===== src/hw/rtl/combined_lcg_shuffle_rng_assert.svh =====
// Assertion macros used by the generator's top-level RTL file.
`ifndef COMBINED_LCG_SHUFFLE_RNG_ASSERT_SVH
`define COMBINED_LCG_SHUFFLE_RNG_ASSERT_SVH

// Same-cycle implication, disabled while reset is asserted (active low)
`define CLSR_ASSERT_IMP(label, clk, rstn, ante, cons) \
    label: assert property (@(posedge clk) disable iff (!(rstn)) (ante) |-> (cons)) \
        else $error("combined_lcg_shuffle_rng: assertion failed");

// Next-cycle implication, disabled while reset is asserted (active low)
`define CLSR_ASSERT_NXT(label, clk, rstn, ante, cons) \
    label: assert property (@(posedge clk) disable iff (!(rstn)) (ante) |=> (cons)) \
        else $error("combined_lcg_shuffle_rng: assertion failed");

`endif


===== src/hw/rtl/clsr_pkg.sv =====
package clsr_pkg;

    // Shuffle table geometry
    localparam int TABLE_DEPTH = 32;
    localparam int TABLE_AW    = (TABLE_DEPTH > 1) ? $clog2(TABLE_DEPTH) : 1;

    // Warm-up: extra discarded steps before the table fill
    localparam int WARM_EXTRA = 8;
    localparam int WARM_STEPS = TABLE_DEPTH + WARM_EXTRA;
    localparam int WARM_CW    = $clog2(WARM_STEPS);

    // Datapath widths
    localparam int VAL_W    = 31;
    localparam int MUL_W    = 16;
    localparam int FOLD_W   = 8;
    localparam int PROD_W   = VAL_W + MUL_W;
    localparam int SPROD_W  = 2 * VAL_W;
    localparam int R1_W     = VAL_W + FOLD_W;

    // Generator constants
    localparam logic [VAL_W-1:0] MOD1   = 31'd2147483563;
    localparam logic [VAL_W-1:0] MOD2   = 31'd2147483399;
    localparam logic [VAL_W-1:0] MOD1M1 = MOD1 - 31'd1;
    localparam logic [MUL_W-1:0] MUL1   = 16'd40014;
    localparam logic [MUL_W-1:0] MUL2   = 16'd40692;

    // 2^31 mod m for each modulus (m = 2^31 - fold)
    localparam logic [FOLD_W-1:0] FOLD1 = FOLD_W'(32'h8000_0000 - 32'(MOD1));
    localparam logic [FOLD_W-1:0] FOLD2 = FOLD_W'(32'h8000_0000 - 32'(MOD2));

    // Table slot width in output space
    localparam logic [31:0] SLOT_DIV = 32'd1 + 32'(MOD1M1) / 32'(TABLE_DEPTH);

    // Table slot of a generator output: count of slot thresholds reached
    function automatic logic [TABLE_AW-1:0] slot_of(input logic [VAL_W-1:0] value);
        logic [TABLE_AW-1:0] slot;
        slot = '0;
        for (int k = 1; k < TABLE_DEPTH; k++) begin
            if ({1'b0, value} >= 32'(k) * SLOT_DIV) begin
                slot = TABLE_AW'(k);
            end
        end
        return slot;
    endfunction

    // Access request to the shuffle table memory
    typedef struct packed {
        logic                wr_en;
        logic [TABLE_AW-1:0] wr_addr;
        logic [VAL_W-1:0]    wr_data;
        logic                rd_en;
        logic [TABLE_AW-1:0] rd_addr;
    } tbl_req_t;

endpackage


===== src/hw/rtl/clsr_modmul.sv =====
// Modular multiply by a small constant, m = 2^31 - fold.
// Product is registered; the fold back into [0, m) follows it.
module clsr_modmul (
    input  logic                          aclk,
    input  logic [clsr_pkg::VAL_W-1:0]    z_in,
    input  logic [clsr_pkg::MUL_W-1:0]    mult_in,
    input  logic [clsr_pkg::FOLD_W-1:0]   fold_in,
    input  logic [clsr_pkg::VAL_W-1:0]    modulus_in,
    output logic [clsr_pkg::VAL_W-1:0]    result
);

    logic [clsr_pkg::PROD_W-1:0]                 product_reg;
    logic [clsr_pkg::MUL_W+clsr_pkg::FOLD_W-1:0] hi_fold;
    logic [clsr_pkg::VAL_W:0]                    sum;

    // Register the full product
    always_ff @(posedge aclk) begin
        product_reg <= clsr_pkg::PROD_W'(z_in) * clsr_pkg::PROD_W'(mult_in);
    end

    // Fold the upper bits back (2^31 == fold mod m), then one conditional subtract
    always_comb begin
        hi_fold = (clsr_pkg::MUL_W + clsr_pkg::FOLD_W)'(
                      product_reg[clsr_pkg::PROD_W-1:clsr_pkg::VAL_W])
                * (clsr_pkg::MUL_W + clsr_pkg::FOLD_W)'(fold_in);
        sum = (clsr_pkg::VAL_W + 1)'(hi_fold)
            + (clsr_pkg::VAL_W + 1)'(product_reg[clsr_pkg::VAL_W-1:0]);
        if (sum >= {1'b0, modulus_in}) begin
            result = clsr_pkg::VAL_W'(sum - {1'b0, modulus_in});
        end else begin
            result = sum[clsr_pkg::VAL_W-1:0];
        end
    end

endmodule


===== config.mk =====
export PLATFORM = sky130hd
export DESIGN_NAME = clsr_modmul
export DESIGN_NICKNAME = d
export VERILOG_FILES = /design/src/hw/rtl/combined_lcg_shuffle_rng_assert.svh /design/src/hw/rtl/clsr_pkg.sv /design/src/hw/rtl/clsr_modmul.sv
export SDC_FILE = /design/constraint.sdc
export NUM_CORES = 2
export LEC_CHECK = 0
export ABC_CLOCK_PERIOD_IN_PS = 15400
export BUFFER_PORTS_ARGS = -buffer_cell sky130_fd_sc_hd__buf_2
export CAP_MARGIN = 20
export CORE_MARGIN = 1.5
export CORE_UTILIZATION = 30
export CTS_CLUSTER_SIZE = 10
export DETAILED_ROUTE_END_ITERATION = 8
export HOLD_SLACK_MARGIN = 0.08
export PLACE_DENSITY = 0.5
export SLEW_MARGIN = 40
export SYNTH_ARGS = -nofsm -noshare
export SYNTH_HDL_FRONTEND = slang
export SYNTH_SLANG_ARGS = --single-unit

===== constraint.sdc =====
create_clock -name aclk -period 15.4 [get_ports aclk]
set_input_delay 2.31 -clock aclk [delete_from_list [all_inputs] [get_ports aclk]]
set_output_delay 2.31 -clock aclk [all_outputs]
set_load 0.02 [all_outputs]

==> key figures <==
Timing
  – Peak clock frequency supported by timing: around 80 MHz
  – Min cycle time layout: 12250 ps
  – Setup-failing EPs final: 0
  – RSZ-0062 raised after global routing: no
  – Headroom to the max-slew limit: 39.3%
  – Tightest Pin Transition: 910 ps
  – Post-route fraction of the period consumed by the critical path: 79.5%
  – Final count of hold timing violations: 0
  – Summed negative setup slack over all endpoints: 0 ps
  – Final count of pins violating max slew: 0

Drt
  – TritonRoute pass-1 iters: 7
  – Violation count after the first detailed-routing iteration: 799
  – DRC viols: 0
  – Vias: 17487
  – Routed WL per cell: approximately 17 um
  – Per-cell via count in the routed design: roughly 4.7
  – Count of antenna-violating nets left after detailed routing: 0
  – Total Wirelength: between 60000 and 70000 um

Synthesis
  – Number of standard cells after synthesis: 2688
  – Register area share after synthesis: 4.04%
  – Count of flip-flops with a built-in enable after synthesis: 0
  – Ys async rst share: 0%
  – Distinct cell type count after synthesis: 63
  – Mean post-synth cell area: about 8.7 um2
  – Count leader, synth: inv_1
  – Most instantiated flip-flop cell in the synthesis netlist: dfxtp_1
  – Number of storage elements in the synthesis netlist: 47
  – Net count after synthesis: 3485
  – Syn Std Cell Area: 0.0233 mm2
  – Number of warnings printed during yosys synthesis: 0
  – Cell types with the highest counts after synthesis: inv_1 (610), fa_1 (511), nand2_1 (410), and2_1 (274), ha_1 (199)
  – Largest area contributor in the synthesized netlist: fa_1
  – Leading post-synthesis cells by cell area: fa_1 (44%), ha_1 (11%), inv_1 (9.8%)
  – Proportion of netlist area held by the largest area contributor: 43.9%

Clocking
  – Cell at the root of the clock tree: clkbuf_16
  – Clock tree from TritonCTS: done
  – Clock-pin slew reported for the worst setup and hold paths after clock tree synthesis: about 70 ps
  – Count of H-tree levels built during CTS: 2
  – Clock buffer count from CTS: 5
  – Maximum buffer depth of the clock tree: 2
  – Post-cts resize count: 0
  – CTS sink cnt: 47
  – Post-CTS setup repair buffer count: 0
  – Hold_buf cts: 0

Floorplanning
  – Initial core utilization: 30.2%
  – Die area: 0.0794 mm2
  – Core Area: just under 0.08 mm2
  – Vertical die dimension: 282 um
  – Rows: slightly above 100
  – Die X-Extent: roughly 280 um
  – Number of I/O pins: 118

Finish
  – Number of nets in the layout: about 3500
  – Final antenna diode count: 0
  – Relative area change from synthesis to final layout: 7.26%
  – Count of filler cells inserted in the layout: 8185
  – Area used by multi-input combinational logic: 0.0197 mm2
  – Max reg flops: 47
  – Layout cells sized above 1: between 5 and 6%
  – Flip-flop and latch area: around 940 um2

Critical path
  – Most common cell on crit path: fa_1
  – Data arrival time of the critical path: ~9900 ps
  – Critical path buffer and inverter count: 5
  – Top delay family on crit path: compound AO/OA/AOI/OAI gates
  – CP max FO: 31
  – Required time of the critical path: between 10000 and 15000 ps
  – Slowest CP cell: o221a_4
  – CP Capture Type: primary output
  – Maximum single-stage delay on the critical path: 580 ps
  – Startpoint class of the critical path: input pin
  – Kind of critical path: input pin to primary output

GRT
  – Global-route wire length before repair: between 100000 and 150000 um
  – Number of global-route vias before repair: 18828
  – Leftover overflow at the end of global routing: 0
  – Largest net degree at the start of global routing: 32
  – Antenna violations before repair: 5
  – Total routing usage reported by global routing: 16.6%

Worst hold path
  – Min-delay worst type: input pin to flip-flop
  – Worst hold path startpoint: z_in[0]
  – Hold Path End: product_reg[0]$_DFF_P_
  – Number of stages on the worst hold path: 2

Placed design
  – Final GP Congestion: 0.827
  – Post-detailed-placement half-perimeter wirelength: 50800 um
  – Number of buffers added on ports: ~120

Flow run
  – Number of maximum-capacitance constraint violations: 0

Outcome
  – Status: complete, no violations
-- worst max-delay path by stage --
stage	from	end	slack, ps	depth (start not counted)
final	fold_in[0]	result[14]	3150	29
after detailed placement	fold_in[0]	result[9]	2990	29
after global placement	fold_in[0]	result[9]	3140	29
after floorplan	fold_in[0]	result[0]	4270	29
after CTS	fold_in[0]	result[9]	2970	29
after global routing	fold_in[0]	result[9]	2670	29
-- logic make-up (layout without fill, tap and decap cells) --
kind of cell | Yosys count | count (layout) | share of synthesized area [%]
AND/OR/NAND/NOR | 805 | 805 | 16.7
flip-flops | 47 | 47 | 4.04
multiplexers | 31 | 31 | 1.49
buffers and inverters | 712 | 737 | 11.6
XOR/XNOR | 95 | 95 | 3.57
AO/OA/AOI/OAI | 288 | 288 | 8.05
adder cells (fa/ha/maj) | 710 | 710 | 54.6
-- layout by cell type, fill, tap and decap left out, types with 17 or more instances in the layout --
cell type / count
a21o_1: 38
a21oi_1: 95
and2_1: 274
buf_2: 117
dfxtp_1: 47
fa_1: 511
ha_1: 199
inv_1: 610
mux2_1: 25
nand2_1: 410
nand3_1: 23
nor2_1: 37
o21a_1: 17
o21ai_0: 48
xnor2_1: 61
xor2_1: 34
-- cell type report --
type | count | share of cell area (%)
Clock buffer | 5 | 0.501
Clock inverter | 3 | 0.0901
Tap cell | 1040 | 5.21
Sequential cell | 47 | 3.76
Timing Repair Buffer | 119 | 2.56
Inverter | 610 | 9.16
Multi-Input combinational cell | 1929 | 78.7
-- layer usage --
layer / GRT usage, % / share of wire (%)
met5: 0 / 0.019
met4: 2.44 / 1.3
met3: 1.28 / 4.2
met2: 28.3 / 47
met1: 23.5 / 48
-- stage by stage --
step	util [%]	instances	hold WS, ps	setup WS, ps	cell area (um2)
6_report	32.4	3753	2560	3150	25000
5_1_grt	32.4	3753	2570	2670	25000
4_1_cts	32.3	3752	2560	2970	25000
3_5_place_dp	32.1	3744	2870	2990	24800
3_3_place_gp	32.1	3743	2880	3140	24800
2_1_floorplan	-	2688	2430	4270	23300
Power is left out: the tool's default activity adds up to more than one toggle a clock period on the data nets, which glitch-free logic cannot reach.
