==> src/hw/rtl/combined_lcg_shuffle_rng_assert.svh <==
// Assertion macros used by the generator's top-level RTL file.
`ifndef COMBINED_LCG_SHUFFLE_RNG_ASSERT_SVH
`define COMBINED_LCG_SHUFFLE_RNG_ASSERT_SVH

// Same-cycle implication, disabled while reset is asserted (active low)
`define CLSR_ASSERT_IMP(label, clk, rstn, ante, cons) \
    label: assert property (@(posedge clk) disable iff (!(rstn)) (ante) |-> (cons)) \
        else $error("combined_lcg_shuffle_rng: assertion failed");

// Next-cycle implication, disabled while reset is asserted (active low)
`define CLSR_ASSERT_NXT(label, clk, rstn, ante, cons) \
    label: assert property (@(posedge clk) disable iff (!(rstn)) (ante) |=> (cons)) \
        else $error("combined_lcg_shuffle_rng: assertion failed");

`endif

==> src/hw/rtl/clsr_pkg.sv <==
package clsr_pkg;

    // Shuffle table geometry
    localparam int TABLE_DEPTH = 32;
    localparam int TABLE_AW    = (TABLE_DEPTH > 1) ? $clog2(TABLE_DEPTH) : 1;

    // Warm-up: extra discarded steps before the table fill
    localparam int WARM_EXTRA = 8;
    localparam int WARM_STEPS = TABLE_DEPTH + WARM_EXTRA;
    localparam int WARM_CW    = $clog2(WARM_STEPS);

    // Datapath widths
    localparam int VAL_W    = 31;
    localparam int MUL_W    = 16;
    localparam int FOLD_W   = 8;
    localparam int PROD_W   = VAL_W + MUL_W;
    localparam int SPROD_W  = 2 * VAL_W;
    localparam int R1_W     = VAL_W + FOLD_W;

    // Generator constants
    localparam logic [VAL_W-1:0] MOD1   = 31'd2147483563;
    localparam logic [VAL_W-1:0] MOD2   = 31'd2147483399;
    localparam logic [VAL_W-1:0] MOD1M1 = MOD1 - 31'd1;
    localparam logic [MUL_W-1:0] MUL1   = 16'd40014;
    localparam logic [MUL_W-1:0] MUL2   = 16'd40692;

    // 2^31 mod m for each modulus (m = 2^31 - fold)
    localparam logic [FOLD_W-1:0] FOLD1 = FOLD_W'(32'h8000_0000 - 32'(MOD1));
    localparam logic [FOLD_W-1:0] FOLD2 = FOLD_W'(32'h8000_0000 - 32'(MOD2));

    // Table slot width in output space
    localparam logic [31:0] SLOT_DIV = 32'd1 + 32'(MOD1M1) / 32'(TABLE_DEPTH);

    // Table slot of a generator output: count of slot thresholds reached
    function automatic logic [TABLE_AW-1:0] slot_of(input logic [VAL_W-1:0] value);
        logic [TABLE_AW-1:0] slot;
        slot = '0;
        for (int k = 1; k < TABLE_DEPTH; k++) begin
            if ({1'b0, value} >= 32'(k) * SLOT_DIV) begin
                slot = TABLE_AW'(k);
            end
        end
        return slot;
    endfunction

    // Access request to the shuffle table memory
    typedef struct packed {
        logic                wr_en;
        logic [TABLE_AW-1:0] wr_addr;
        logic [VAL_W-1:0]    wr_data;
        logic                rd_en;
        logic [TABLE_AW-1:0] rd_addr;
    } tbl_req_t;

endpackage

==> src/hw/rtl/clsr_scale.sv <==
// floor(iy * bound / MOD1) as a multiply followed by two folding stages.
// Result follows the product and fold registers and is held while the operands hold.
module clsr_scale (
    input  logic                        aclk,
    input  logic [clsr_pkg::VAL_W-1:0]  iy,
    input  logic [clsr_pkg::VAL_W-1:0]  bound,
    output logic [clsr_pkg::VAL_W-1:0]  quotient
);

    logic [clsr_pkg::SPROD_W-1:0] prod_reg;
    logic [clsr_pkg::VAL_W-1:0]   qhi_reg;
    logic [clsr_pkg::R1_W-1:0]    r1_reg;
    logic [clsr_pkg::FOLD_W-1:0]  h2;
    logic [clsr_pkg::VAL_W:0]     r2;
    logic [clsr_pkg::VAL_W:0]     quot;

    // Stage 1: full product
    always_ff @(posedge aclk) begin
        prod_reg <= clsr_pkg::SPROD_W'(iy) * clsr_pkg::SPROD_W'(bound);
    end

    // Stage 2: P = H*m + (H*fold + L); keep H as the coarse quotient
    always_ff @(posedge aclk) begin
        qhi_reg <= prod_reg[clsr_pkg::SPROD_W-1:clsr_pkg::VAL_W];
        r1_reg  <= clsr_pkg::R1_W'(prod_reg[clsr_pkg::SPROD_W-1:clsr_pkg::VAL_W])
                 * clsr_pkg::R1_W'(clsr_pkg::FOLD1)
                 + clsr_pkg::R1_W'(prod_reg[clsr_pkg::VAL_W-1:0]);
    end

    // Stage 3: fold the small remainder once more, then one final correction
    always_comb begin
        h2   = r1_reg[clsr_pkg::R1_W-1:clsr_pkg::VAL_W];
        r2   = (clsr_pkg::VAL_W + 1)'(h2) * (clsr_pkg::VAL_W + 1)'(clsr_pkg::FOLD1)
             + (clsr_pkg::VAL_W + 1)'(r1_reg[clsr_pkg::VAL_W-1:0]);
        quot = (clsr_pkg::VAL_W + 1)'(qhi_reg) + (clsr_pkg::VAL_W + 1)'(h2)
             + (clsr_pkg::VAL_W + 1)'(r2 >= {1'b0, clsr_pkg::MOD1});
        quotient = quot[clsr_pkg::VAL_W-1:0];
    end

endmodule

==> config.mk <==
export PLATFORM = sky130hd
export DESIGN_NAME = clsr_scale
export DESIGN_NICKNAME = d
export VERILOG_FILES = /design/src/hw/rtl/combined_lcg_shuffle_rng_assert.svh /design/src/hw/rtl/clsr_pkg.sv /design/src/hw/rtl/clsr_scale.sv
export SDC_FILE = /design/constraint.sdc
export NUM_CORES = 2
export LEC_CHECK = 0
export ABC_CLOCK_PERIOD_IN_PS = 19100
export BUFFER_PORTS_ARGS = -buffer_cell sky130_fd_sc_hd__buf_4
export CORE_ASPECT_RATIO = 2
export CORE_MARGIN = 1.5
export CORE_UTILIZATION = 45
export CTS_CLUSTER_DIAMETER = 200
export DETAILED_ROUTE_END_ITERATION = 8
export PLACE_DENSITY = 0.7
export RECOVER_POWER = 100
export SKIP_CTS_REPAIR_TIMING = 1
export SKIP_LAST_GASP = 1
export SLEW_MARGIN = 25
export SYNTH_ARGS = -nofsm -noshare
export SYNTH_HDL_FRONTEND = slang
export SYNTH_SLANG_ARGS = --single-unit
==> constraint.sdc <==
create_clock -name aclk -period 19.1 [get_ports aclk]
set_clock_uncertainty 0.1 [all_clocks]
set_input_delay 2.865 -clock aclk [delete_from_list [all_inputs] [get_ports aclk]]
set_output_delay 2.865 -clock aclk [all_outputs]
set_load 0.03 [all_outputs]
==> out/metrics.csv <==
metric,value,unit
initial DRC count,1732,
DRC,0,
Min-Delay Endpoint,qhi_reg[15],
Max clock buf depth,2,
htree depth,4,
Hold Crit Start,prod_reg[46],
post-synth cell types,70,
Post-synth top flop,dfxtp_1,
Seq cells post-synth,132,
"Data arrival, critical path",8.53,ns
XOR/XNOR share of the synthesized area,2.60,%
clk root buf,clkbuf_16,
hold_ws,0.348,ns
Boundary Pins,94,
most frequent cells in the layout,"1046 x inv_1, 941 x fa_1, 639 x nand2_1",
area occupied by registers,2640,µm²
Crit Path Max Fanout,5,
# nets final,5786,
CP endpoint kind,output port,
Final Wtd Congestion,0.927,
yosys warns,0,
layout cell share with drive strength beyond 1,2.47,%
Syn Std Cell Area,40800,µm²
core area,90000,µm²
sequential fraction of the synthesis area,6.48,%
final hold violation count,0,
"Min Clock Period, post-route",11.50,ns
final WL,103000,µm
hpwl dp,83000,µm
Mapped Nets,5888,
num rows,156,
failing checks,"capacitance limit, slew limit",
synthesized area per cell,9.13,µm²
GR Overflow Total,0,
Multi-input gate area,33300,µm²
I/O Buffers,93,
async set-reset flop share out of synthesis,0,%
initial antenna violation count,7,
mux share of post-synthesis cell area,0.0246,%
Post-synth EDFFs,0,
clock sink count,132,
ANT nets after route,0,
MaxCap Viol Count,1,
critical path's most frequent cell,fa_1,
wire per inst,18.6,µm
CP Launch Type,register,
Num CTS Buffers,17,
"commonest non-fill, non-tap cell in the layout",inv_1,
RSZ-0062 raised after global routing,false,
max-slew violations,32,
R2R Path Start,prod_reg[42],
vias in the first global route,32815,
post-synthesis cell count,4463,
"Slowest-stage cell, CP",or3_1,
Worst slew margin,-21.3,%
adder-cell area share of the yosys netlist,59.1,%
Final setup viols,0,
Crit Path Class,reg2out,
met1 Track Usage GR,29.5,%
synthesis-to-finish area growth,4.50,%
routing usage on met2,40.2,%
outcome,finished with violations,
largest family of logic cells by synthesized area,adder cells,
"setup slack, reg-to-reg",13.67,ns
CP peak stage delay,0.54,ns
met3 track demand over resource,3.48,%
total number of vias,29557,
CTS tree,yes,
Vias/cell,5.32,
FF-to-FF End,r1_reg[35],
largest net degree at the start of global routing,32,
Clock Latency Late Sink,0.43,ns
GR peak layer,met2,
DRT Pass-1 Iters,5,
Die W,216,µm
full die area,92500,µm²
WP data required,16.14,ns
area share of and/or/nand/nor cells after synthesis,14.8,%
Starting Density,45.3,%
worst hold path depth,0,
Worst-Margin Slew,1.82,ns
fillcell total,8471,
Final period util,60.2,%
Total GRT Usage,23.2,%
first-pass GRT wire length,171000,µm
Achievable Freq,0.0870,GHz
Min-Delay Path Class,reg2reg,
max reg flops,62,
reg2reg path depth,17,
setup TNS,0,ns
Synth Area in Compound Gates,5.30,%
Die H,429,µm
Clock transition at path regs,0.06,ns
[area by class of cell]
cell class              count  share of cell area [%]
multi-input cells        3071                    78.3
inverters                1046                    9.22
flip-flops and latches    132                    6.20
well taps                1185                    3.48
repair buffers             93                    1.37
clock buffers              19                    1.04
clock inverters            13                   0.429
diodes                      2                  0.0117
[logic make-up after synthesis]
group	Yosys count
XOR/XNOR	121
AO/OA/AOI/OAI	334
multiplexers	1
buffers and inverters	1260
AND/OR/NAND/NOR	1253
adder cells (fa/ha/maj)	1362
flip-flops	132
[synthesized netlist by cell type, types with 3 or more instances]
library cell	count	area [µm²]
a211oi_1	9	67.6
a21boi_0	8	60.1
a21o_1	49	368
a21oi_1	100	500
a21oi_2	4	35.0
a221oi_1	3	26.3
a22oi_1	3	22.5
a31oi_1	18	113
a41oi_1	6	52.6
and2_1	403	2520
and3_1	13	81.3
and4_1	4	35.0
buf_2	7	35.0
clkbuf_1	206	773
dfxtp_1	132	2640
fa_1	941	18800
ha_1	421	5270
inv_1	1046	3930
nand2_1	639	2400
nand2b_1	14	87.6
nand3_1	33	165
nand4_1	23	144
nor2_1	70	263
nor2b_1	14	87.6
nor3_1	15	75.1
nor3b_1	3	22.5
nor4_1	3	18.8
o211ai_1	5	37.5
o21a_1	11	82.6
o21ai_0	59	295
o21ai_1	10	50.1
o21bai_1	14	105
o22ai_1	4	25.0
or2_2	3	18.8
or3_1	7	43.8
xnor2_1	79	692
xor2_1	42	368
[worst max-delay path by stage]
stage / cells past startpoint / end / slack [ns] / startpoint
final: 29 / quotient[28] / 7.60 / r1_reg[32]
after global routing: 29 / quotient[28] / 6.94 / r1_reg[35]
after CTS: 27 / quotient[28] / 7.77 / r1_reg[35]
after detailed placement: 27 / quotient[28] / 8.28 / r1_reg[35]
after global placement: 29 / quotient[26] / 8.39 / r1_reg[32]
after floorplan: 28 / quotient[26] / 9.10 / r1_reg[32]
[stage by stage]
step | util [%] | instance area (µm²) | std cells | setup WS, ns
floorplan | - | 40800 | 4463 | 9.10
global placement | 46.8 | 42100 | 5527 | 8.39
detailed placement | 46.8 | 42100 | 5527 | 8.28
CTS | 47.5 | 42800 | 5559 | 7.77
global route | 47.3 | 42600 | 5559 | 6.94
finish | 47.3 | 42600 | 5561 | 7.60
[worst max-delay path, delay by kind of cell, from the launching register on]
kind,cells,cell delay [ns]
buffers and inverters,3,0.42
AO/OA/AOI/OAI,13,3.18
XOR/XNOR,1,0.19
adder cells (fa/ha/maj),7,2.89
flip-flops,1,0.43
AND/OR/NAND/NOR,5,0.96
[per-layer routing]
metal	vias up	routed length [µm]
li1	12987	-
met1	15229	40700
met2	1092	52100
met3	243	6740
met4	6	3780
met5	-	43
Power is left out: the tool's default activity adds up to more than one toggle a clock period on the data nets, which glitch-free logic cannot reach.
