[src/hw/rtl/combined_lcg_shuffle_rng_assert.svh]
// Assertion macros used by the generator's top-level RTL file.
`ifndef COMBINED_LCG_SHUFFLE_RNG_ASSERT_SVH
`define COMBINED_LCG_SHUFFLE_RNG_ASSERT_SVH

// Same-cycle implication, disabled while reset is asserted (active low)
`define CLSR_ASSERT_IMP(label, clk, rstn, ante, cons) \
    label: assert property (@(posedge clk) disable iff (!(rstn)) (ante) |-> (cons)) \
        else $error("combined_lcg_shuffle_rng: assertion failed");

// Next-cycle implication, disabled while reset is asserted (active low)
`define CLSR_ASSERT_NXT(label, clk, rstn, ante, cons) \
    label: assert property (@(posedge clk) disable iff (!(rstn)) (ante) |=> (cons)) \
        else $error("combined_lcg_shuffle_rng: assertion failed");

`endif

[src/hw/rtl/clsr_pkg.sv]
package clsr_pkg;

    // Shuffle table geometry
    localparam int TABLE_DEPTH = 32;
    localparam int TABLE_AW    = (TABLE_DEPTH > 1) ? $clog2(TABLE_DEPTH) : 1;

    // Warm-up: extra discarded steps before the table fill
    localparam int WARM_EXTRA = 8;
    localparam int WARM_STEPS = TABLE_DEPTH + WARM_EXTRA;
    localparam int WARM_CW    = $clog2(WARM_STEPS);

    // Datapath widths
    localparam int VAL_W    = 31;
    localparam int MUL_W    = 16;
    localparam int FOLD_W   = 8;
    localparam int PROD_W   = VAL_W + MUL_W;
    localparam int SPROD_W  = 2 * VAL_W;
    localparam int R1_W     = VAL_W + FOLD_W;

    // Generator constants
    localparam logic [VAL_W-1:0] MOD1   = 31'd2147483563;
    localparam logic [VAL_W-1:0] MOD2   = 31'd2147483399;
    localparam logic [VAL_W-1:0] MOD1M1 = MOD1 - 31'd1;
    localparam logic [MUL_W-1:0] MUL1   = 16'd40014;
    localparam logic [MUL_W-1:0] MUL2   = 16'd40692;

    // 2^31 mod m for each modulus (m = 2^31 - fold)
    localparam logic [FOLD_W-1:0] FOLD1 = FOLD_W'(32'h8000_0000 - 32'(MOD1));
    localparam logic [FOLD_W-1:0] FOLD2 = FOLD_W'(32'h8000_0000 - 32'(MOD2));

    // Table slot width in output space
    localparam logic [31:0] SLOT_DIV = 32'd1 + 32'(MOD1M1) / 32'(TABLE_DEPTH);

    // Table slot of a generator output: count of slot thresholds reached
    function automatic logic [TABLE_AW-1:0] slot_of(input logic [VAL_W-1:0] value);
        logic [TABLE_AW-1:0] slot;
        slot = '0;
        for (int k = 1; k < TABLE_DEPTH; k++) begin
            if ({1'b0, value} >= 32'(k) * SLOT_DIV) begin
                slot = TABLE_AW'(k);
            end
        end
        return slot;
    endfunction

    // Access request to the shuffle table memory
    typedef struct packed {
        logic                wr_en;
        logic [TABLE_AW-1:0] wr_addr;
        logic [VAL_W-1:0]    wr_data;
        logic                rd_en;
        logic [TABLE_AW-1:0] rd_addr;
    } tbl_req_t;

endpackage

[src/hw/rtl/clsr_table.sv]
// Shuffle table: one write port, one read port with registered read data.
module clsr_table (
    input  logic                        aclk,
    input  clsr_pkg::tbl_req_t          req,
    output logic [clsr_pkg::VAL_W-1:0]  rd_data
);

    logic [clsr_pkg::VAL_W-1:0] mem [clsr_pkg::TABLE_DEPTH];
    logic [clsr_pkg::VAL_W-1:0] rd_data_reg;

    // Write and registered read
    always_ff @(posedge aclk) begin
        if (req.wr_en) begin
            mem[req.wr_addr] <= req.wr_data;
        end
        if (req.rd_en) begin
            rd_data_reg <= mem[req.rd_addr];
        end
    end

    assign rd_data = rd_data_reg;

endmodule

[config.mk]
export PLATFORM = sky130hd
export DESIGN_NAME = clsr_table
export DESIGN_NICKNAME = d
export VERILOG_FILES = /design/src/hw/rtl/combined_lcg_shuffle_rng_assert.svh /design/src/hw/rtl/clsr_pkg.sv /design/src/hw/rtl/clsr_table.sv
export SDC_FILE = /design/constraint.sdc
export NUM_CORES = 1
export LEC_CHECK = 0
export BUFFER_PORTS_ARGS = -buffer_cell sky130_fd_sc_hd__buf_2
export CORE_UTILIZATION = 41
export CTS_CLUSTER_SIZE = 40
export DETAILED_ROUTE_END_ITERATION = 12
export GPL_ROUTABILITY_DRIVEN = 0
export PLACE_DENSITY = 0.54
export SLEW_MARGIN = 20
export SYNTH_ARGS = -nofsm -noshare
export SYNTH_HDL_FRONTEND = slang
export SYNTH_SLANG_ARGS = --single-unit
[constraint.sdc]
create_clock -name aclk -period 3.81 [get_ports aclk]
set_clock_uncertainty 0.1 [all_clocks]
set_input_delay 1.143 -clock aclk [delete_from_list [all_inputs] [get_ports aclk]]
set_output_delay 1.143 -clock aclk [all_outputs]
set_load 0.02 [all_outputs]
==> summary.md, run 1 <==
| Metric | Value |
|---|---|
| Largest register FFs | 992 |
| Initial core utilization | 41.5% |
| Synth Instances | 2,192 |
| Layout cell share with drive strength beyond 1 | 16.1% |
| Status | finished clean |
| Hold depth | 4 |
| Tcrit/Tclk final | 70.2% |
| CP Launch Point | req[2] |
| Fill cells | 7,908 |
| CP bufs+invs | 3 |
| Hold slack | 0.581 ns |
| RSZ-0062 raised after global routing | no |
| CP most frequent cell | buf_12 |
| Worst Setup End Kind | register |
| Number of placed instances with taps included | 3,544 |
| Sequential power share | 53.0% |
| Clock sink count | 1,023 |
| Commonest non-fill, non-tap cell in the layout | edfxtp_1 |
| Pwr Total | 23.8 mW |
| YS warnings | 0 |
| Chip width | 312 um |
| Number of remaining DRC errors | 0 |
| Int Power | 18.6 mW |
| Max Cap Violations | 0 |
| Non-Filler Instances | 3,742 |
| Syn_nets | 2,236 |
| Hold_sp | mem[26][12] |
| Combinational power share | 5.4% |
| Reg2Reg Depth | 5 |
| Clk pwr share | 41.6% |
| Slew margin rel. | 46.7% |
| Crit path cell chain | buf_2, nor2b_4, buf_12, buf_12, a22o_1, nor3_1, a31oi_1, nand3_1 |
| Syn Area/Cell | 18.0 sq um |
| TritonCTS Buffers | 106 |
| Cts repair resizes | 0 |
| Final setup viols | 0 |
| Post-DRT Antenna Nets | 0 |
| Kind of critical path | input port to register |
| Final HPWL DP | 60,400 um |
| Worst r2r dst | rd_data[20] |
| DR pass1 iterations | 5 |
| Netlist cell types | 23 |
| Final net count | 2,431 |
| Clock Path Buffers | 3 |
| Top Family by Delay on Critical Path | simple AND/OR/NAND/NOR gates |
| Max Slew Vio Count | 0 |
| Peak VDD IR | 0.353 mV |
| H-tree depth | 3 |
| Largest net degree at the start of global routing | 70 |
| Placeable Area | 95,200 sq um |
| Fmax | 374 MHz |
| Worst path required time | 4.08 ns |
| Minimum clock period after layout | 2.67 ns |
| Sequential area share after synthesis | 77.8% |
| Synthesized flop and latch total | 1,023 |
| Synth-to-Final Area Change | 16.7% |
| Worst-path clk slew | 0.06 ns |
| HP Class | register to register |
| Initial antenna violation count | 9 |
| CP max stage cell | nor2b_4 |
| Mapped cell area | 39,500 sq um |
| Post-CTS setup buffers | 0 |
| DR vias | 20,800 |
| Initial drt markers | 1,689 |
| Routed WL per cell | 28.4 um |
| Via density | 5.57 |
| Worst setup SP type | input port |
| Pwr dens | 517 nW/um^2 |
| Drt total wl | 106,000 um |
| CTS root buf | clkbuf_16 |
| # hold bufs at CTS | 0 |
| Psw | 5.20 mW |
| Port bufs | 74 |
| Area contributors post-synth | edfxtp_1 (78%), mux2i_1 (13%), a22oi_1 (1.8%), a22o_1 (1.4%), nand3_1 (1.2%) |
| Post-route setup slack | 1.14 ns |
| CP Max Fanout | 19 |
| Setup slack after placement | 0.415 ns |
| Global route overflow | 0 |
| R2r setup slk | 2.00 ns |
| Share of the synthesized area in the top cell type | 77.8% |
| Hold endpoint | rd_data[12] |
| GRT Total Usage | 21.8% |
| Die area | 97,500 sq um |
| CP arrival | 2.95 ns |
| Vias in the first global route | 21,200 |
| Worst Tran Pin Value | 0.800 ns |
| Most frequent cells in the layout | edfxtp_1 (1,023), mux2i_1 (496), clkbuf_16 (107), nand3_1 (95), nand2_1 (94) |
| Fin Setup TNS | 0 ns |
| Switching Fraction | 21.8% |
| Die H | 312 um |
| Std cell rows | 113 |
| Crit-path max cell delay | 0.47 ns |
| Final Hold Fails | 0 |
| CTS tree | yes |
| Ports | 75 |
| First-pass GRT wire length | 151,000 um |
| Biggest area consumer among synthesized cells | edfxtp_1 |
| Lkg Pwr | 16.0 nW |
| Worst skew pair latency | 0.69 ns |
| Worst reg2reg path startpoint | mem[1][20] |
-- power by group through the flow --
stage	clock network, mW	registers, mW	logic [mW]
after floorplan	0	12.9	0.639
after detailed placement	0	12.9	1.30
final	9.91	12.6	1.29
after global placement	0	12.9	1.28
after CTS	10.1	12.6	1.30
after global routing	10.5	12.6	1.37
-- cells in the mapped netlist --
cell / instances
nand2b_1: 2
a22oi_1: 93
edfxtp_1: 1023
buf_6: 4
or3_1: 1
nor2_1: 34
nand3b_1: 5
a31oi_1: 31
a21oi_1: 93
buf_2: 32
clkbuf_4: 2
mux2i_1: 496
nand2_1: 95
or3b_2: 3
buf_1: 6
and2_1: 1
buf_4: 33
nor3_1: 31
clkbuf_1: 47
nor2b_1: 2
a22o_1: 62
or2_2: 1
nand3_1: 95
-- worst max-delay path by stage --
stage	endpoint	depth (start not counted)
finish	rd_data[19]	8
global route	rd_data[19]	8
CTS	rd_data[3]	1
detailed placement	rd_data[11]	7
global placement	rd_data[19]	7
floorplan	mem[12][0]	3
-- layout make-up --
type / count / area, sq um / area share (%)
Antenna cell: 1 / 2.50 / 0.00543
Clock buffer: 124 / 2740 / 5.95
Clock inverter: 73 / 606 / 1.31
Multi-Input combinational cell: 1045 / 8360 / 18.2
Sequential cell: 1023 / 30700 / 66.7
Tap cell: 1265 / 1580 / 3.44
Timing Repair Buffer: 211 / 2050 / 4.44
-- layer usage --
| metal | share of wire (%) | global-route usage, % | wire, um |
|---|---|---|---|
| met5 | 0.063 | 0 | 67 |
| met4 | 2.5 | 6.62 | 2670 |
| met1 | 43 | 29.8 | 46100 |
| met3 | 5.5 | 3.41 | 5880 |
| met2 | 49 | 35.8 | 51600 |
-- cells by family after synthesis --
logic type | after synthesis | share of synthesized area (%)
compound gates | 279 | 4.81
buf+inv | 124 | 1.69
flops | 1023 | 77.8
mux | 496 | 12.6
simple gates | 270 | 3.10
-- per-stage QoR --
stage | utilization [%] | cell area [sq um]
2_1_floorplan | - | 39500
3_3_place_gp | 44.9 | 42700
3_5_place_dp | 44.9 | 42700
4_1_cts | 48.4 | 46100
5_1_grt | 48.4 | 46100
6_report | 48.4 | 46100
-- worst register-to-register path: stages (launching register included) --
cell and delay [ns]:
edfxtp_1 0.37, mux2i_1 0.16, a22o_1 0.16, nor3_1 0.08, a31oi_1 0.37, nand3_1 0.26
Note: power is estimated with default switching activity, not from simulation.
==> inputs of run 2 (changes only) <==
--- a/config.mk
+++ b/config.mk
@@ -5,6 +5,7 @@
 export SDC_FILE = /design/constraint.sdc
 export NUM_CORES = 1
 export LEC_CHECK = 0
+export ABC_AREA = 1
 export BUFFER_PORTS_ARGS = -buffer_cell sky130_fd_sc_hd__buf_2
 export CORE_UTILIZATION = 41
 export CTS_CLUSTER_SIZE = 40
==> constraint.sdc (replaced) <==
create_clock -name aclk -period 2.7 [get_ports aclk]
set_clock_uncertainty 0.1 [all_clocks]
set_input_delay 0.81 -clock aclk [delete_from_list [all_inputs] [get_ports aclk]]
set_output_delay 0.81 -clock aclk [all_outputs]
set_load 0.02 [all_outputs]
==> summary.md, run 2 <==
| Metric | Value |
|---|---|
| Crit-path max cell delay | 0.58 ns (+0.11 ns) |
| Netlist cell types | 10 (-57%) |
| Synth-to-Final Area Change | 17.1% |
| Number of remaining DRC errors | 0 (unchanged) |
| Area of the multi-input gates | 9380 sq um (+12%) |
| DR pass1 iterations | 6 (+1) |
| Synthesized flop and latch total | 1,023 (unchanged) |
| Int Power | 26.8 mW (+44%) |
| Worst path required time | 1.79 ns (-2.29 ns) |
| Tcrit/Tclk final | 90.3% |
| Reg2Reg Depth | 8 (+3) |
| Die H | 318 um (+1.9%) |
| Final net count | 3,610 (+48%) |
| Sequential power share | 51.6% (-1.4 points) |
| Post-route setup slack | 0.261 ns (-0.875 ns) |
| DR vias | 26,700 (+28%) |
| HP Class | input port to register |
| Mapped cell area | 41,000 sq um (+3.8%) |
| Drt total wl | 121,000 um (+14%) |
| Minimum clock period after layout | 2.44 ns |
| Initial core utilization | 41.5% (+0.042 points) |
| Worst r2r dst | rd_data[15] |
| Synth Instances | 3,426 (+56%) |
| RSZ-0062 raised after global routing | no |
| Clock Path Buffers | 3 (unchanged) |
| CTS tree | yes |
| Worst Setup End Kind | output port |
| H-tree depth | 3 (unchanged) |
| Initial antenna violation count | 12 (+3) |
| Layout cell share with drive strength beyond 1 | 11.5% (-4.5 points) |
| Die area | 101,000 sq um (+3.8%) |
| Final Hold Fails | 0 (unchanged) |
| CTS root buf | clkbuf_16 |
| Sequential area share after synthesis | 74.9% (-2.9 points) |
| Status | finished clean |
| Fill cells | 8,676 (+9.7%) |
| Vias in the first global route | 25,100 (+18%) |
| Pwr Total | 34.6 mW (+45%) |
| Worst Tran Pin Value | 0.685 ns (-0.116 ns) |
| Final HPWL DP | 67,000 um (+11%) |
| CP bufs+invs | 1 (-2) |
| Synth async-reset ratio | 0% (unchanged) |
| Hold endpoint | rd_data[3] |
| Util after Layout | 48.6% (+0.24 points) |
| Switching Fraction | 22.5% (+0.67 points) |
| R2r setup slk | 1.27 ns (-0.73 ns) |
| Global route overflow | 0 (unchanged) |
| CP Max Fanout | 1 (-18) |
| Hold_sp | req[5] |
| Lkg Pwr | 17.5 nW (+9.6%) |
| Syn_nets | 3,470 (+55%) |
| Worst reg2reg path startpoint | mem[21][15] |
| CP arrival | 1.53 ns (-1.42 ns) |
| Design area | 48,000 sq um (+4.2%) |
| Largest net degree at the start of global routing | 87 (+24%) |
| Most frequent cells in the layout | nand2_1 (1,395), edfxtp_1 (1,023), nand3_1 (756), clkbuf_16 (111), buf_12 (93) |
| Placed cell area | 44,600 sq um (+4.4%) |
| Pwr dens | 720 nW/um^2 (+39%) |
| GRT Total Usage | 23.7% (+1.9 points) |
| Worst skew pair latency | 0.69 ns (about the same) |
| Share of the synthesized area in the top cell type | 74.9% (-2.9 points) |
| Hold depth | 1 (-3) |
| Reg area | 30,700 sq um (unchanged) |
| Peak VDD IR | 0.503 mV (+43%) |
| YS warnings | 0 (unchanged) |
| Number of placed instances with taps included | 4,743 (+34%) |
| Most common cell in the synthesized netlist | nand2_1 |
| Post-CTS setup buffers | 0 (unchanged) |
| Area contributors post-synth | edfxtp_1 (75%), nand2_1 (13%), nand3_1 (9.2%), buf_2 (1.5%), buf_4 (0.73%) |
| Routed WL per cell | 24.5 um (-14%) |
| Combinational power share | 6.5% (+1.1 points) |
| Cts repair resizes | 0 (unchanged) |
| Worst-path clk slew | 0.06 ns (about the same) |
| TritonCTS Buffers | 108 (+1.9%) |
| Std cell rows | 115 (+1.8%) |
| Via density | 5.40 (-3.0%) |
| Ports | 75 (unchanged) |
| Top Family by Delay on Critical Path | flip-flops |
| Setup slack after placement | 0.173 ns (-0.242 ns) |
| Commonest non-fill, non-tap cell in the layout | nand2_1 |
| Biggest area consumer among synthesized cells | edfxtp_1 |
| Top_reg_cell synth | edfxtp_1 |
| Slew margin rel. | 54.4% (+7.7 points) |
| Most common library cells after synthesis | nand2_1 (1,395), edfxtp_1 (1,023), nand3_1 (756) |
| Post-DRT Antenna Nets | 0 (unchanged) |
| Clk pwr share | 42.0% (+0.4 points) |
| Max Slew Vio Count | 0 (unchanged) |
| Chip width | 318 um (+1.9%) |
| First-pass GRT wire length | 175,000 um (+15%) |
| Max Cap Violations | 0 (unchanged) |
| CP max stage cell | edfxtp_1 |
| Syn Area/Cell | 12.0 sq um (-34%) |
| Fin Setup TNS | 0 ns (unchanged) |
| Psw | 7.77 mW (+50%) |
| Port bufs | 74 (unchanged) |
| Clock sink count | 1,023 (unchanged) |
| Hold slack | 0.504 ns (-0.0764 ns) |
| Worst setup SP type | register |
| Non-Filler Instances | 4,942 (+32%) |
| # hold bufs at CTS | 0 (unchanged) |
| Fmax | 410 MHz |
| Kind of critical path | register to output port |
| Number of flops mapped to enable cells by yosys | 1,023 (unchanged) |
| Largest register FFs | 992 (unchanged) |
| Final setup viols | 0 (unchanged) |
| Initial drt markers | 3,191 (+89%) |
| Crit path cell chain | buf_2 |
| Placeable Area | 98,700 sq um (+3.7%) |
==> run 2: logic make-up (layout without fill, tap and decap cells) <==
group / after synthesis / after routing / synth area share [%]
buffers and inverters: 220 / 446 / 2.76
DFF: 1023 / 1023 / 74.9
other: 0 / 3 / 0
and+or+nand+nor: 2183 / 2183 / 22.3
==> run 2: how the worst max path moves through the flow <==
stage                           start          end  slack [ns]  cells after the start
after floorplan               req[37]    mem[0][0]       -0.24                      3
after global placement         req[0]  rd_data[16]        0.18                     12
after detailed placement       req[0]  rd_data[16]        0.17                     12
after CTS                 rd_data[21]  rd_data[21]        0.26                      1
after global routing      rd_data[12]  rd_data[12]        0.21                      1
final                     rd_data[21]  rd_data[21]        0.26                      1
==> run 2: cell type report <==
cell class,count,area share (%)
well taps,1287,3.35
diodes,3,0.0156
flip-flops and latches,1023,64.0
multi-input cells,2183,19.5
inverters,10,0.122
clock buffers,130,5.93
clock inverters,66,1.21
repair buffers,240,5.85
==> run 2: per-layer routing <==
metal / global-route usage (%) / part of all wire (%)
met5: 0 / 0.022
met4: 7.46 / 2.6
met3: 4.00 / 7.4
met2: 36.7 / 46
met1: 34.0 / 44
==> run 2: power groups by stage <==
stage	clock, mW	combinational, mW	sequential, mW
final	14.5	2.23	17.8
after CTS	14.7	2.24	17.8
after floorplan	0	1.14	18.2
after global placement	0	2.23	18.1
after detailed placement	0	2.24	18.2
after global routing	15.3	2.44	17.8
